`src/rtl/core/rmq_pkg.sv`:
```
`timescale 1ns / 1ps
`default_nettype none
// ----------------------------------------------------------------------------
// Range-minimum engine package
// Shared sizes, operation and status codes, the queue entry and small helpers.
// ----------------------------------------------------------------------------
package rmq_pkg;

  localparam int DATA_W       = 32;
  localparam int MAX_ELEMENTS = 4096;
  localparam int BLOCK_SIZE   = 32;
  localparam int IDX_W        = $clog2(MAX_ELEMENTS);
  localparam int CNT_W        = $clog2(MAX_ELEMENTS + 1);
  localparam int POS_W        = $clog2(BLOCK_SIZE);
  localparam int NUM_BLOCKS   = MAX_ELEMENTS / BLOCK_SIZE;
  localparam int BLK_W        = $clog2(NUM_BLOCKS);
  localparam int LEVELS       = BLK_W + 1;
  localparam int LVL_W        = $clog2(LEVELS);
  localparam int SP_AW        = LVL_W + BLK_W;
  localparam int FIFO_DEPTH   = 4;
  localparam int FIFO_AW      = $clog2(FIFO_DEPTH);

  typedef enum logic [1:0] {
    OP_APPEND = 2'd0,
    OP_QUERY  = 2'd1,
    OP_CLEAR  = 2'd2,
    OP_NONE   = 2'd3
  } op_t;

  typedef enum logic [1:0] {
    STATUS_OK        = 2'd0,
    STATUS_FULL      = 2'd1,
    STATUS_BAD_RANGE = 2'd2
  } status_t;

  // What the back end has to do with an entry.
  typedef enum logic [1:0] {
    KIND_RESULT = 2'd0,
    KIND_APPEND = 2'd1,
    KIND_QUERY  = 2'd2,
    KIND_CLEAR  = 2'd3
  } kind_t;

  typedef struct packed {
    kind_t                     kind;
    status_t                   status;
    logic signed [DATA_W-1:0]  value;
    logic [IDX_W-1:0]          left;
    logic [IDX_W-1:0]          right;
    logic [IDX_W-1:0]          index;
  } cmd_t;

  // Index of the highest set bit, zero for an empty mask.
  function automatic logic [POS_W-1:0] high_bit(input logic [BLOCK_SIZE-1:0] x);
    logic [POS_W-1:0] n;
    n = '0;
    for (int i = 0; i < BLOCK_SIZE; i++) begin
      if (x[i]) begin
        n = POS_W'(i);
      end
    end
    return n;
  endfunction

  function automatic logic signed [DATA_W-1:0] smin(input logic signed [DATA_W-1:0] a,
                                                    input logic signed [DATA_W-1:0] b);
    return (a < b) ? a : b;
  endfunction

endpackage
`default_nettype wire

```
`src/rtl/core/rmq_front.sv`:
```
`timescale 1ns / 1ps
`default_nettype none
// ----------------------------------------------------------------------------
// Front end
// Accepts transactions, tracks the element count and classifies each one.
// ----------------------------------------------------------------------------
module rmq_front
  import rmq_pkg::*;
(
  input  wire logic               clk,
  input  wire logic               rst,
  input  wire logic               in_valid,
  output logic                    in_ready,
  input  wire logic [1:0]         operation,
  input  wire logic [31:0]        value,
  input  wire logic [11:0]        left,
  input  wire logic [11:0]        right,
  input  wire logic               q_full,
  output logic                    push,
  output rmq_pkg::cmd_t           push_data
);

  logic [CNT_W-1:0] count;
  logic [CNT_W-1:0] count_next;

  assign in_ready = !q_full;
  assign push     = in_valid && in_ready;

  always_comb begin
    push_data        = '0;
    push_data.value  = value;
    push_data.left   = left;
    push_data.right  = right;
    push_data.index  = count[IDX_W-1:0];
    push_data.kind   = KIND_RESULT;
    push_data.status = STATUS_OK;
    count_next       = count;
    unique case (op_t'(operation))
      OP_APPEND: begin
        if (count >= CNT_W'(MAX_ELEMENTS)) begin
          push_data.status = STATUS_FULL;
        end else begin
          push_data.kind = KIND_APPEND;
          count_next     = count + 1'b1;
        end
      end
      OP_QUERY: begin
        if (left > right || {1'b0, right} >= count) begin
          push_data.status = STATUS_BAD_RANGE;
        end else begin
          push_data.kind = KIND_QUERY;
        end
      end
      OP_CLEAR: begin
        push_data.kind = KIND_CLEAR;
        count_next     = '0;
      end
      default: begin
        push_data.kind = KIND_RESULT;
      end
    endcase
  end

  always_ff @(posedge clk) begin
    if (rst) begin
      count <= '0;
    end else if (push) begin
      count <= count_next;
    end
  end

endmodule
`default_nettype wire

```
`config.mk`:
```
export PLATFORM = sky130hd
export DESIGN_NAME = rmq_front
export DESIGN_NICKNAME = d
export VERILOG_FILES = /design/src/rtl/core/rmq_pkg.sv /design/src/rtl/core/rmq_front.sv
export SDC_FILE = /design/constraint.sdc
export NUM_CORES = 1
export LEC_CHECK = 0
export ABC_AREA = 1
export BUFFER_PORTS_ARGS = -buffer_cell sky130_fd_sc_hd__buf_4
export CORE_MARGIN = 4
export CORE_UTILIZATION = 43
export CTS_BUF_LIST = sky130_fd_sc_hd__clkbuf_4
export CTS_CLUSTER_DIAMETER = 30
export DETAILED_ROUTE_END_ITERATION = 6
export PLACE_DENSITY = 0.92
export SLEW_MARGIN = 0
export SYNTH_ARGS = -nofsm -noshare
export SYNTH_HDL_FRONTEND = slang
export SYNTH_SLANG_ARGS = --single-unit
```
`constraint.sdc`:
```
create_clock -name clk -period 1.86 [get_ports clk]
set_clock_uncertainty 0.05 [all_clocks]
set_input_delay 0.279 -clock clk [delete_from_list [all_inputs] [get_ports clk]]
set_output_delay 0.279 -clock clk [all_outputs]
set_load 0.005 [all_outputs]
```
==> out/results.ini <==
[detailed_routing]
drt-initial-drc-count = 63
via_per_inst = 4.82
first_pass_iters = 4
drc = 0
wl_per_cell_um = 12.7
antenna_left = 0
drt_wl_total_mm = 4.48
num_vias = 1697

[power_and_ir_drop]
total_power_mw = 0.747
max-vdd-ir-drop_uv = 179
p_leak_nw = 1.22
p_per_area_mw_per_mm2 = 330

[place]
numPortBuffers = 71
place_area_mm2 = 0.00206
gp_congestion = 0.816
dp_hpwl_mm = 3.62

[finish]
finalInstanceArea_mm2 = 0.00226
multiInputGateArea_mm2 = 0.00105
regMostFlops = count
fin_nets = 391
area_growth_pct = 19.7
fillers = 357
ff_latch_area_um2 = 275
drive_above_1_share_pct = 46.4
reg_top3 = count x13
antenna_cells = 0
largest_register_ff_count = 13

[setup_path]
crit_chain = inv_2 > ha_4 > inv_4 > nor3_4 > nand2_1 > nand2_1 > a21oi_2 > a21boi_1 > buf_4
cp_top_family = simple AND/OR/NAND/NOR gates
slowest_delay_ns = 0.34
cp-end-kind = output pin
r2r_cells = 9
path_depth = 9
crit_path_start_kind = flop
cp_data_required_time_ns = 1.53
critical_path_class = reg2out
slowest_stage = dfxtp_2
critPathMostFrequentCell = nand2_1
crit_arrival_ns = 1.68
crit_fanout = 2
worst-path-buf-inv = 3

[yosys]
netlist_instances = 279
synth_edf_count = 0
syn-num-nets = 367
post-synth-top-count-cell = buf_4
async_flop_share_pct = 0
ys_ff_latch = 13
synthTopCellsByArea = buf_4 27%, ha_1 17%, dfxtp_1 14%
synth_warnings = 0
synth.avg_cell_area_um2 = 6.78
synth_top_area_cell = buf_4
syn_area_mm2 = 0.00189
synth_ff_type = dfxtp_1
synth_common_cells = 68 x buf_4, 53 x nand2_1, 49 x inv_1
ys_types = 26
ys_seq_area_share_pct = 13.8
synth_top_area_share_pct = 27.0

[die]
start_util_pct = 45.9
dieArea_mm2 = 0.00552
design.core.area_mm2 = 0.00412
die_height_um = 74.3
die_w_um = 74.3
rows = 23
io_pins = 136

[worst_hold_path]
hp-class = in2reg
min_path_cells = 2

[timing]
relSlewSlack_pct = 81.9
worstMarginPinSlew_ns = 0.271
rsz0062_at_grt = yes
layout_setup_ws_ns = -0.151
fin_crit_sh_pct = 108
finalHoldViolCount = 0
drv_slew = 0
finalSetupViolations = 2
fin_crit_ns = 2.01
max_freq_mhz = 497

[global_route]
grt_max_degree = 8
gr-total-overflow = 0
first_global_vias = 1592
antenna_found_initial = 0
grt_first_pass_wirelength_mm = 6.73
grtUsageTotal_pct = 15.4

[run_status]
run_status = complete, but fails checks
violations = setup timing

[cts]
cts_num_sinks = 13
cts_tree = done
htree_levels = 1
insertion_delay_ns = 0.28
cts_hold_buffers = 0
clockBufferDepth = 2
cts.clk_slew.worst_paths_ns = 0.08
cts_root_buf = clkbuf_4
numCtsBuffers = 3

[run]
drv_cap = 0

final timing paths:
check	to	from	slack [ns]
worst max-delay path	push_data[69]	count[11]	-0.15
worst min-delay path	count[1]	rst	0.13
worst max register to register	count[10]	count[1]	0.34
worst min register to register	count[9]	count[9]	0.45
area by class of cell:
cell class	instances	share of cell area, %
tap	50	2.76
multi-input combinational	148	46.5
sequential	13	12.2
timing repair buffer	87	28.9
inverter	50	8.40
clock buffer	4	1.33
logic make-up (layout without fill, tap and decap cells):
kind of cell	after synthesis	in the layout	share of synthesized area, %
buffers and inverters	118	141	36.9
AO/OA/AOI/OAI	25	25	8.01
AND/OR/NAND/NOR	97	97	24.1
adder cells (fa/ha/maj)	26	26	17.2
flip-flops	13	13	13.8
stage by stage:
| step | hold WS (ns) | std cells | utilization, % | TNS [ns] | setup slack [ns] |
|---|---|---|---|---|---|
| after floorplan | 0.298 | 279 | - | 0 | 0.239 |
| after global placement | 0.420 | 343 | 50.0 | -0.00935 | -0.00935 |
| after detailed placement | 0.424 | 343 | 50.0 | -0.0970 | -0.0759 |
| after CTS | 0.134 | 349 | 52.9 | -0.331 | -0.170 |
| after global routing | 0.122 | 352 | 55.0 | -0.543 | -0.272 |
| final | 0.128 | 352 | 55.0 | -0.291 | -0.151 |
worst register-to-register path: stages, from the launching register on:
cell and delay [ns]:
dfxtp_2 0.34, buf_4 0.10, buf_4 0.11, ha_1 0.16, nand2_1 0.12, nor3_2 0.24, nand3_1 0.13, nand2_1 0.08
nand2_1 0.04, nor2_1 0.09
power by group:
part           internal [mW]  total [mW]  switching, mW
logic                  0.146       0.276          0.130
registers              0.277       0.278       0.000493
clock network         0.0977       0.193         0.0952
total                  0.521       0.747          0.226
what timing repair did:
action / CTS / global route
gates resized for setup: 20 / 20
pin swaps: 9 / 11
buffers inserted: 2 / 3
gates cloned: 0 / 0
endpoints found under the setup margin: 2 / 2
layout by cell type, fill, tap and decap left out, types with 4 or more instances in the layout:
cell / count
nand2_2: 5
nand3_1: 8
ha_4: 7
inv_2: 10
a21oi_1: 11
buf_4: 87
clkbuf_4: 4
ha_1: 19
nor2_1: 17
nand2_1: 50
dfxtp_2: 9
nor3_1: 5
inv_1: 39
routing by layer:
layer	wire length, µm	global-route usage, %
met4	33	3.95
met2	2450	30.3
met5	0	0
met1	1630	16.5
met3	363	3.24
(Power assumes the default switching activity.)
