## src/rtl/core/rmq_pkg.sv

```systemverilog
`timescale 1ns / 1ps
`default_nettype none
// ----------------------------------------------------------------------------
// Range-minimum engine package
// Shared sizes, operation and status codes, the queue entry and small helpers.
// ----------------------------------------------------------------------------
package rmq_pkg;

  localparam int DATA_W       = 32;
  localparam int MAX_ELEMENTS = 4096;
  localparam int BLOCK_SIZE   = 32;
  localparam int IDX_W        = $clog2(MAX_ELEMENTS);
  localparam int CNT_W        = $clog2(MAX_ELEMENTS + 1);
  localparam int POS_W        = $clog2(BLOCK_SIZE);
  localparam int NUM_BLOCKS   = MAX_ELEMENTS / BLOCK_SIZE;
  localparam int BLK_W        = $clog2(NUM_BLOCKS);
  localparam int LEVELS       = BLK_W + 1;
  localparam int LVL_W        = $clog2(LEVELS);
  localparam int SP_AW        = LVL_W + BLK_W;
  localparam int FIFO_DEPTH   = 4;
  localparam int FIFO_AW      = $clog2(FIFO_DEPTH);

  typedef enum logic [1:0] {
    OP_APPEND = 2'd0,
    OP_QUERY  = 2'd1,
    OP_CLEAR  = 2'd2,
    OP_NONE   = 2'd3
  } op_t;

  typedef enum logic [1:0] {
    STATUS_OK        = 2'd0,
    STATUS_FULL      = 2'd1,
    STATUS_BAD_RANGE = 2'd2
  } status_t;

  // What the back end has to do with an entry.
  typedef enum logic [1:0] {
    KIND_RESULT = 2'd0,
    KIND_APPEND = 2'd1,
    KIND_QUERY  = 2'd2,
    KIND_CLEAR  = 2'd3
  } kind_t;

  typedef struct packed {
    kind_t                     kind;
    status_t                   status;
    logic signed [DATA_W-1:0]  value;
    logic [IDX_W-1:0]          left;
    logic [IDX_W-1:0]          right;
    logic [IDX_W-1:0]          index;
  } cmd_t;

  // Index of the highest set bit, zero for an empty mask.
  function automatic logic [POS_W-1:0] high_bit(input logic [BLOCK_SIZE-1:0] x);
    logic [POS_W-1:0] n;
    n = '0;
    for (int i = 0; i < BLOCK_SIZE; i++) begin
      if (x[i]) begin
        n = POS_W'(i);
      end
    end
    return n;
  endfunction

  function automatic logic signed [DATA_W-1:0] smin(input logic signed [DATA_W-1:0] a,
                                                    input logic signed [DATA_W-1:0] b);
    return (a < b) ? a : b;
  endfunction

endpackage
`default_nettype wire

```

## src/rtl/core/rmq_fifo.sv

```systemverilog
`timescale 1ns / 1ps
`default_nettype none
// ----------------------------------------------------------------------------
// Command queue
// Small register queue between the front end and the back end.
// ----------------------------------------------------------------------------
module rmq_fifo
  import rmq_pkg::*;
(
  input  wire logic        clk,
  input  wire logic        rst,
  input  wire logic        push,
  input  rmq_pkg::cmd_t    push_data,
  input  wire logic        pop,
  output rmq_pkg::cmd_t    head,
  output logic             full,
  output logic             empty
);

  cmd_t                 slots [FIFO_DEPTH];
  logic [FIFO_AW-1:0]   wptr;
  logic [FIFO_AW-1:0]   rptr;
  logic [FIFO_AW:0]     fill;

  assign full  = (fill == (FIFO_AW+1)'(FIFO_DEPTH));
  assign empty = (fill == '0);
  assign head  = slots[rptr];

  always_ff @(posedge clk) begin
    if (rst) begin
      wptr <= '0;
      rptr <= '0;
      fill <= '0;
    end else begin
      if (push) begin
        wptr <= wptr + 1'b1;
      end
      if (pop) begin
        rptr <= rptr + 1'b1;
      end
      if (push && !pop) begin
        fill <= fill + 1'b1;
      end else if (!push && pop) begin
        fill <= fill - 1'b1;
      end
    end
  end

  always_ff @(posedge clk) begin
    if (push) begin
      slots[wptr] <= push_data;
    end
  end

endmodule
`default_nettype wire

```

## config.mk

```make
export PLATFORM = sky130hd
export DESIGN_NAME = rmq_fifo
export DESIGN_NICKNAME = d
export VERILOG_FILES = /design/src/rtl/core/rmq_pkg.sv /design/src/rtl/core/rmq_fifo.sv
export SDC_FILE = /design/constraint.sdc
export NUM_CORES = 1
export LEC_CHECK = 0
export ABC_CLOCK_PERIOD_IN_PS = 3250
export BUFFER_PORTS_ARGS = -buffer_cell sky130_fd_sc_hd__buf_2
export CAP_MARGIN = 20
export CORE_ASPECT_RATIO = 0.7
export CORE_UTILIZATION = 35
export CTS_CLUSTER_DIAMETER = 200
export DETAILED_ROUTE_END_ITERATION = 8
export GPL_TIMING_DRIVEN = 0
export PLACE_DENSITY = 0.65
export REMOVE_ABC_BUFFERS = 1
export SLEW_MARGIN = 20
export SYNTH_ARGS = -nofsm -noshare
export SYNTH_HDL_FRONTEND = slang
export SYNTH_SLANG_ARGS = --single-unit
```

## constraint.sdc

```tcl
create_clock -name clk -period 3.25 [get_ports clk]
set_input_delay 0.1625 -clock clk [delete_from_list [all_inputs] [get_ports clk]]
set_output_delay 0.1625 -clock clk [all_outputs]
set_load 0.005 [all_outputs]
```

==> results.ini, run 1 <==
[die]
dieArea_um2 = 31900
io-pin-count = 150
core.rowCount = 53
die_width_um = 213
coreArea_um2 = 30300
start_util_pct = 36.0
dieHeight_um = 150

[routing]
vias_per_cell = 4.66
wl_per_cell_um = 18.3
drt_iter0_markers = 308
vias = 5120
antenna_left = 0
drt_drc_violations_left = 0
dr.pass1.iters = 4
drt-total-wl_mm = 20.1

[timing]
final_max_slew_viol_count = 0
skew_ns = 0.0176
fin_crit_ns = 2.31
worst_slew_pin_slew_ns = 0.619
slew_headroom_pct = 58.8
grt_setup_unrepaired = false
setup_viol_count_final = 0
max_freq_mhz = 434
final_hold_viol_count = 0
hold_ws_ns = 0.354
fin_crit_sh_pct = 70.9

[logic_synthesis]
synth_top_family_by_area = multiplexers
yosysWarnings = 0
synthAdderAreaFrac_pct = 0.758
synth_top_area_share_pct = 79.4
synthXorXnorAreaFrac_pct = 0.402
synth_cell_types = 22
ys_seq_elements = 297
synthSimpleGateAreaFrac_pct = 0.677
synth_compound_area_share_pct = 0.0919
synth_top_cells_by_area = edfxtp_1 79%, mux4_2 14%, dfxtp_1 1.7%
synth.largest_area_cell = edfxtp_1
synthesis.area_um2 = 10900
syn_avg_cell_area_um2 = 25.9
muxShareOfSynthArea_pct = 15.1
ys_seq_area_share_pct = 81.0
syn_inst = 420

[layout]
antenna_cells = 0
mostFrequentLayoutCell = edfxtp_1
stdcell_count = 1099
final_area_um2 = 13900
fillCellCount = 2512
drive_above_1_share_pct = 40.8
final_cell_mix = 288 x edfxtp_1, 149 x buf_2, 75 x dlygate4sd3_1
syn_to_final_growth_pct = 27.5
fin_util_pct = 45.8
final_nets = 747

[setup_path]
end_kind = output port
critical_path_arrival_ns = 2.14
path_cells = buf_12 > mux4_2 > buf_2
path_class = reg -> out
crit_path_top_delay_cell = dfxtp_4
max_stage_delay_ns = 0.72
cp_max_fo = 37
start_kind = flip-flop
crit_required_ns = 3.09

[clocking]
cts-root-buf = clkbuf_16
cts_sinks = 297
postCtsHoldBufs = 75
cts_setup_buffers = 0
clock_tree.buffer_depth = 3
htreeDepth = 1
cts_tree = done
cts.repair.resized = 0
clk_pin_slew_ns = 0.06
numCtsBuffers = 29
insertion_delay_ns = 0.55

[global_routing]
grt_pass1_wl_mm = 31.0
grt_max_degree = 38
grt_usage_pct = 12.8
antenna_found_initial = 0
grtUsageMet1_pct = 16.1
grt_pass1_vias = 5651
met2_usage_pct = 21.6
grt.busiest_layer = met2
grt.met3_usage_pct = 3.99
grt.overflow.total = 0

[min_path]
hp-class = in -> reg

[place]
place_congestion = 0.734
placed_cell_area_um2 = 12100
hpwl_mm = 12.2
placed_cells = 971
portBuffers = 149

[outcome]
status = finished clean

[power]
power-per-cell-area_nw_per_um2 = 633
vdd_drop_max_uv = 551
p_leak_uw = 0.00471

[job]
maxCapViolations = 0

==> per-layer routing <==
metal  vias to the layer above  wire length, µm
li1                       2289                -
met1                      2645             8500
met2                       153             9870
met3                        33             1350
met4                         0              360
met5                         -                0
==> cell families (layout without fill, tap and decap cells) <==
group,count (synthesis),after routing
DFF,297,297
muxes,74,74
buffers and inverters,21,288
and+or+nand+nor,15,15
adders and majority gates,6,6
xor gates and xnor gates,5,5
AOI/OAI and AO/OA,2,2
==> registers in the layout (all words and copies together), names as in the netlist, named ones only <==
signal and cells:
slots 288, fill 3, rptr 2, wptr 2
==> worst paths after layout <==
kind | startpoint | end | slack, ns | depth (start not counted)
setup / recovery | flip-flop | head[64] | 0.94 | 3
hold / removal | push_data[12] | slots[0][12] | 0.35 | 2
setup reg to reg | wptr[0] | slots[0][4] | 1.46 | 4
hold reg to reg | fill[2] | fill[2] | 0.51 | 2
==> final cells by class <==
class / count / area (µm²) / area share [%]
multi-input cells: 102 / 1870 / 13.5
clock buffers: 32 / 737 / 5.30
well taps: 412 / 515 / 3.71
clock inverters: 21 / 269 / 1.94
flip-flops and latches: 297 / 8840 / 63.6
inverters: 4 / 15.0 / 0.108
repair buffers: 231 / 1650 / 11.9
==> synth_stat cells <==
library cell and instances:
mux2i_1 2, ha_1 5, fa_1 1, a21oi_1 1, xor2_1 3, buf_12 7
nor2_1 7, xnor2_1 2, nor3_1 1, mux4_2 70, or3_1 1, nor3b_1 1
and2_1 4, o21ai_0 1, clkbuf_1 2, edfxtp_1 288, inv_1 4, dfxtp_1 9
nand2_1 1, buf_6 1, mux4_1 2, buf_2 7
==> worst max-delay path: cells and delay by family (launching register included) <==
family	cells	cell delay, ns
buf+inv	2	0.46
flops	1	0.72
mux	1	0.39
==> power by group <==
group	leakage, µW	internal [µW]	total, µW	switching (µW)
registers	0.00272	4400	4460	67.4
logic	0.00150	436	815	379
clock network	0.000494	2120	3520	1400
==> stage by stage <==
stage	TNS, ns	setup slack, ns	power [µW]
2_1_floorplan	-43.02	-0.645	4950
3_3_place_gp	-326.27	-2.10	5300
3_5_place_dp	0	1.41	5310
4_1_cts	0	0.828	8910
5_1_grt	0	0.817	9120
6_report	0	0.945	8800
No activity file was read; power rests on OpenSTA's default activity.
==> inputs of run 2 (changes only) <==
ABC_CLOCK_PERIOD_IN_PS = 2000   (was 3250)
PLACE_DENSITY = 0.67   (was 0.65)
clock period = 2 ns   (was 3.25 ns; I/O delays follow)
==> results.ini, run 2 (synthesis results as in run 1) <==
[clocking]
cts_sinks = 297
clock_tree.buffer_depth = 3
cts-root-buf = clkbuf_16
cts_tree = done
clk_pin_slew_ns = 0.07
numCtsBuffers = 28
insertion_delay_ns = 0.54
htreeDepth = 1

[die]
dieArea_um2 = 31900
start_util_pct = 36.0
dieHeight_um = 150
die_width_um = 213
core.rowCount = 53
io-pin-count = 150
coreArea_um2 = 30300

[timing]
setup_viol_count_final = 64
skew_ns = 0.0129
fin_crit_sh_pct = 105
setup_ws_ns = -0.0955
slew_headroom_pct = 60.4
grt_setup_unrepaired = true
final_max_slew_viol_count = 0
final_hold_viol_count = 0
worst_slew_pin_slew_ns = 0.594
max_freq_mhz = 477
fin_crit_ns = 2.10

[setup_path]
cp_max_fo = 8
end_kind = output port
crit_required_ns = 1.90
critical_path_arrival_ns = 2.00
path_class = reg -> out
start_kind = flip-flop

[layout]
drive_above_1_share_pct = 41.4
top_regs = slots: 288 flops, fill: 3 flops
final_cell_mix = 288 x edfxtp_1, 134 x buf_2, 76 x dlygate4sd3_1
antenna_cells = 0
max_flop_register = slots
largest_reg_flops = 288
mostFrequentLayoutCell = edfxtp_1
final_nets = 764
stdcell_count = 1115
syn_to_final_growth_pct = 30.8

[place]
hpwl_mm = 12.5
place_congestion = 0.705
placed_cells = 971
portBuffers = 149

[routing]
vias_per_cell = 4.70
drt-total-wl_mm = 22.2
dr.pass1.iters = 4
wl_per_cell_um = 20.0
drt_drc_violations_left = 0
antenna_left = 0
vias = 5246
drt_iter0_markers = 330

[outcome]
status = complete, but fails checks
failed_checks = setup timing

[global_routing]
grt.overflow.total = 0
antenna_found_initial = 0
grt.busiest_layer = met2
grt_pass1_wl_mm = 33.5
grtUsageMet1_pct = 18.0
grt.met3_usage_pct = 3.92
grt_pass1_vias = 5757
grt_usage_pct = 14.3
met2_usage_pct = 24.5
grt_max_degree = 41

[power]
p_leak_uw = 0.00486
finalPower_uw = 14100
vdd_drop_max_uv = 814
power-per-cell-area_nw_per_um2 = 988

[min_path]
hp-class = in -> reg

[job]
maxCapViolations = 0

[run 2: cell count changes in the layout (fill, tap and decap cells not counted), moves of 3 or more]
cell,delta
buf_6,+17
buf_2,-15
buf_16,+10
clkinv_1,+5
buf_4,+3
bufinv_16,-3
clkinv_2,-3
inv_6,-3
[run 2: worst paths after layout]
kind,from,end,slack [ns],depth (start not counted)
max,flip-flop,head[58],-0.1,5
min,push_data[39],slots[3][39],0.30,2
max reg2reg,wptr[0],slots[2][6],0.20,4
min reg2reg,fill[2],fill[2],0.51,2
[run 2: per-stage QoR]
step | util (%) | area (µm²) | TNS [ns] | hold slack [ns] | worst slack (ns)
finish | 47.0 | 14200 | -3.46 | 0.302 | -0.0955
floorplan | - | 10700 | -317.20 | 0.169 | -1.83
detailed placement | 40.1 | 12200 | 0 | 0.317 | 0.176
CTS | 46.8 | 14200 | -6.10 | 0.275 | -0.127
global placement | 39.5 | 12000 | -783.78 | 0.309 | -3.45
global route | 47.0 | 14200 | -9.03 | 0.291 | -0.176
[run 2: what timing repair did]
item | CTS | global route
endpoints found under the setup margin | 69 | 70
gates cloned | 6 | 0
hold endpoints to repair | 297 | 0
gates resized for setup | 16 | 14
buffers inserted | 11 | 1
hold buffers | 76 | 0
[run 2: final cells by class]
class | instances | area, µm²
Tap cell | 412 | 515
Clock inverter | 19 | 174
Multi-Input combinational cell | 102 | 1870
Timing Repair Buffer | 249 | 2110
Sequential cell | 297 | 8840
Inverter | 4 | 15.0
Clock buffer | 32 | 737
Fill cell | 2466 | 16100
[run 2: power by group]
group,switching [µW],internal (µW)
sequential,88.2,7140
combinational,721,891
clock,2220,3020
total,3030,11100
[run 2: routing by layer]
layer  vias up  share of wire [%]
li1       2324                  -
met1      2727                 42
met2       164                 49
met3        31                6.4
met4         0                2.1
met5         -                  0
[run 2: critical path: stages (launching register included)]
cell and delay, ns:
dfxtp_4 0.37, buf_12 0.12, buf_12 0.13, buf_16 0.15, mux4_2 0.52, buf_2 0.15
==> inputs of run 3 (changes only) <==
ABC_CLOCK_PERIOD_IN_PS = 1900   (was 2000)
SLEW_MARGIN = 5   (was 20)
clock period = 1.9 ns   (was 2 ns; I/O delays follow)
==> results.ini, run 3 (synthesis results as in run 1) <==
[clocking]
insertion_delay_ns = 0.54
cts_tree = done
htreeDepth = 1
cts_sinks = 297
cts-root-buf = clkbuf_16
clk_pin_slew_ns = 0.06
clock_tree.buffer_depth = 3
numCtsBuffers = 28

[global_routing]
grt_pass1_vias = 5862
grt_usage_pct = 14.6
grt_pass1_wl_mm = 34.3
grtUsageMet1_pct = 18.1
grt_max_degree = 41
grt.met3_usage_pct = 4.49
met2_usage_pct = 24.8
grt.overflow.total = 0
antenna_found_initial = 1
grt.busiest_layer = met2

[routing]
vias_per_cell = 4.75
dr.pass1.iters = 4
drt-total-wl_mm = 23.1
antenna_left = 0
vias = 5320
wl_per_cell_um = 20.6
drt_drc_violations_left = 0
drt_iter0_markers = 300

[layout]
drive_above_1_share_pct = 41.9
stdcell_count = 1121
syn_to_final_growth_pct = 31.5
fillCellCount = 2447
largest_reg_flops = 288
top_regs = slots: 288 flops, fill: 3 flops
max_flop_register = slots
final_cell_mix = 288 x edfxtp_1, 126 x buf_2, 76 x dlygate4sd3_1
final_area_um2 = 14300
mostFrequentLayoutCell = edfxtp_1
final_nets = 768

[die]
coreArea_um2 = 30300
dieArea_um2 = 31900
start_util_pct = 36.0
io-pin-count = 150
core.rowCount = 53
die_width_um = 213
dieHeight_um = 150

[outcome]
failed_checks = setup timing
status = complete, but fails checks

[min_path]
hp-class = in -> reg
hold_depth = 2

[timing]
slew_headroom_pct = 62.7
max_freq_mhz = 489
grt_setup_unrepaired = true
setup_viol_count_final = 72
fin_crit_sh_pct = 108
final_hold_viol_count = 0
setup_ws_ns = -0.144
skew_ns = 0.00801
fin_crit_ns = 2.04
final_max_slew_viol_count = 0
worst_slew_pin_slew_ns = 0.559

[place]
portBuffers = 149
placed_cell_area_um2 = 12100
hpwl_mm = 12.4
placed_cells = 970
place_congestion = 0.705

[setup_path]
crit_path_top_delay_cell = mux4_2
end_kind = output port
start_kind = flip-flop
rr_worst_depth = 3
path_class = reg -> out
max_stage_delay_ns = 0.52
path_cells = buf_8 > buf_8 > buf_12 > mux4_2 > buf_6
crit_required_ns = 1.80
crit_top_cell = buf_8
cp_max_fo = 5
critical_path_arrival_ns = 1.95

[power]
p_leak_uw = 0.00488
power-per-cell-area_nw_per_um2 = 1050
vdd_drop_max_uv = 888

[job]
maxCapViolations = 0

[run 3: cell count changes in the layout (fill, tap and decap cells not counted), moves of 2 or more]
cell | previous run | this run
buf_2 | 134 | 126
buf_8 | 2 | 6
buf_16 | 12 | 6
buf_6 | 17 | 25
buf_4 | 3 | 1
buf_12 | 5 | 10
clkbuf_1 | 3 | 6
and2_2 | 0 | 3
clkinv_1 | 7 | 4
[run 3: report_power, final]
part | internal, µW | switching (µW)
registers | 7520 | 86.2
clock network | 3330 | 2320
logic | 961 | 797
total | 11800 | 3200
[run 3: worst max-delay path: cells and delay by family, from the launching register on]
kind                   cells  cell delay (ns)
DFF                        1             0.37
muxes                      1             0.52
buffers and inverters      4             0.50
[run 3: repair_timing]
action / 4_1_cts / 5_1_grt
setup buffers: 19 / 2
endpoints found under the setup margin: 72 / 147
hold buffers: 76 / 0
gates resized for setup: 28 / 22
gates cloned: 10 / 3
endpoints found under the hold margin: 297 / 0
[run 3: per-stage QoR]
step	TNS (ns)	total power (µW)	setup slack (ns)	utilization (%)	hold WS, ns
6_report	-6.41	15000	-0.144	47.3	0.301
5_1_grt	-12.18	15600	-0.223	47.3	0.288
4_1_cts	-13.09	15200	-0.263	47.7	0.273
3_5_place_dp	-6.58	9080	-0.273	40.1	0.314
3_3_place_gp	-819.42	9070	-3.55	39.5	0.304
2_1_floorplan	-352.84	8460	-1.93	-	0.164
[run 3: final timing paths]
kind | start | endpoint | slack [ns]
worst max-delay path | flip-flop | head[19] | -0.14
worst min-delay path | push_data[15] | slots[2][15] | 0.30
worst max register to register | wptr[0] | slots[3][6] | 0.15
worst min register to register | rptr[1] | flip-flop | 0.53
[run 3: cell type report]
class | instances | area (µm²) | area share [%]
flip-flops and latches | 297 | 8840 | 61.7
repair buffers | 250 | 2140 | 14.9
multi-input cells | 105 | 1880 | 13.2
clock buffers | 35 | 748 | 5.22
well taps | 412 | 515 | 3.60
clock inverters | 17 | 191 | 1.34
inverters | 4 | 15.0 | 0.105
diodes | 1 | 2.50 | 0.0175
[run 3: per-layer routing]
layer  vias to the layer above  part of all wire, %
met5                         -                    0
met3                        46                  7.6
met4                         0                  2.4
met2                       184                   50
li1                       2337                    -
met1                      2753                   40
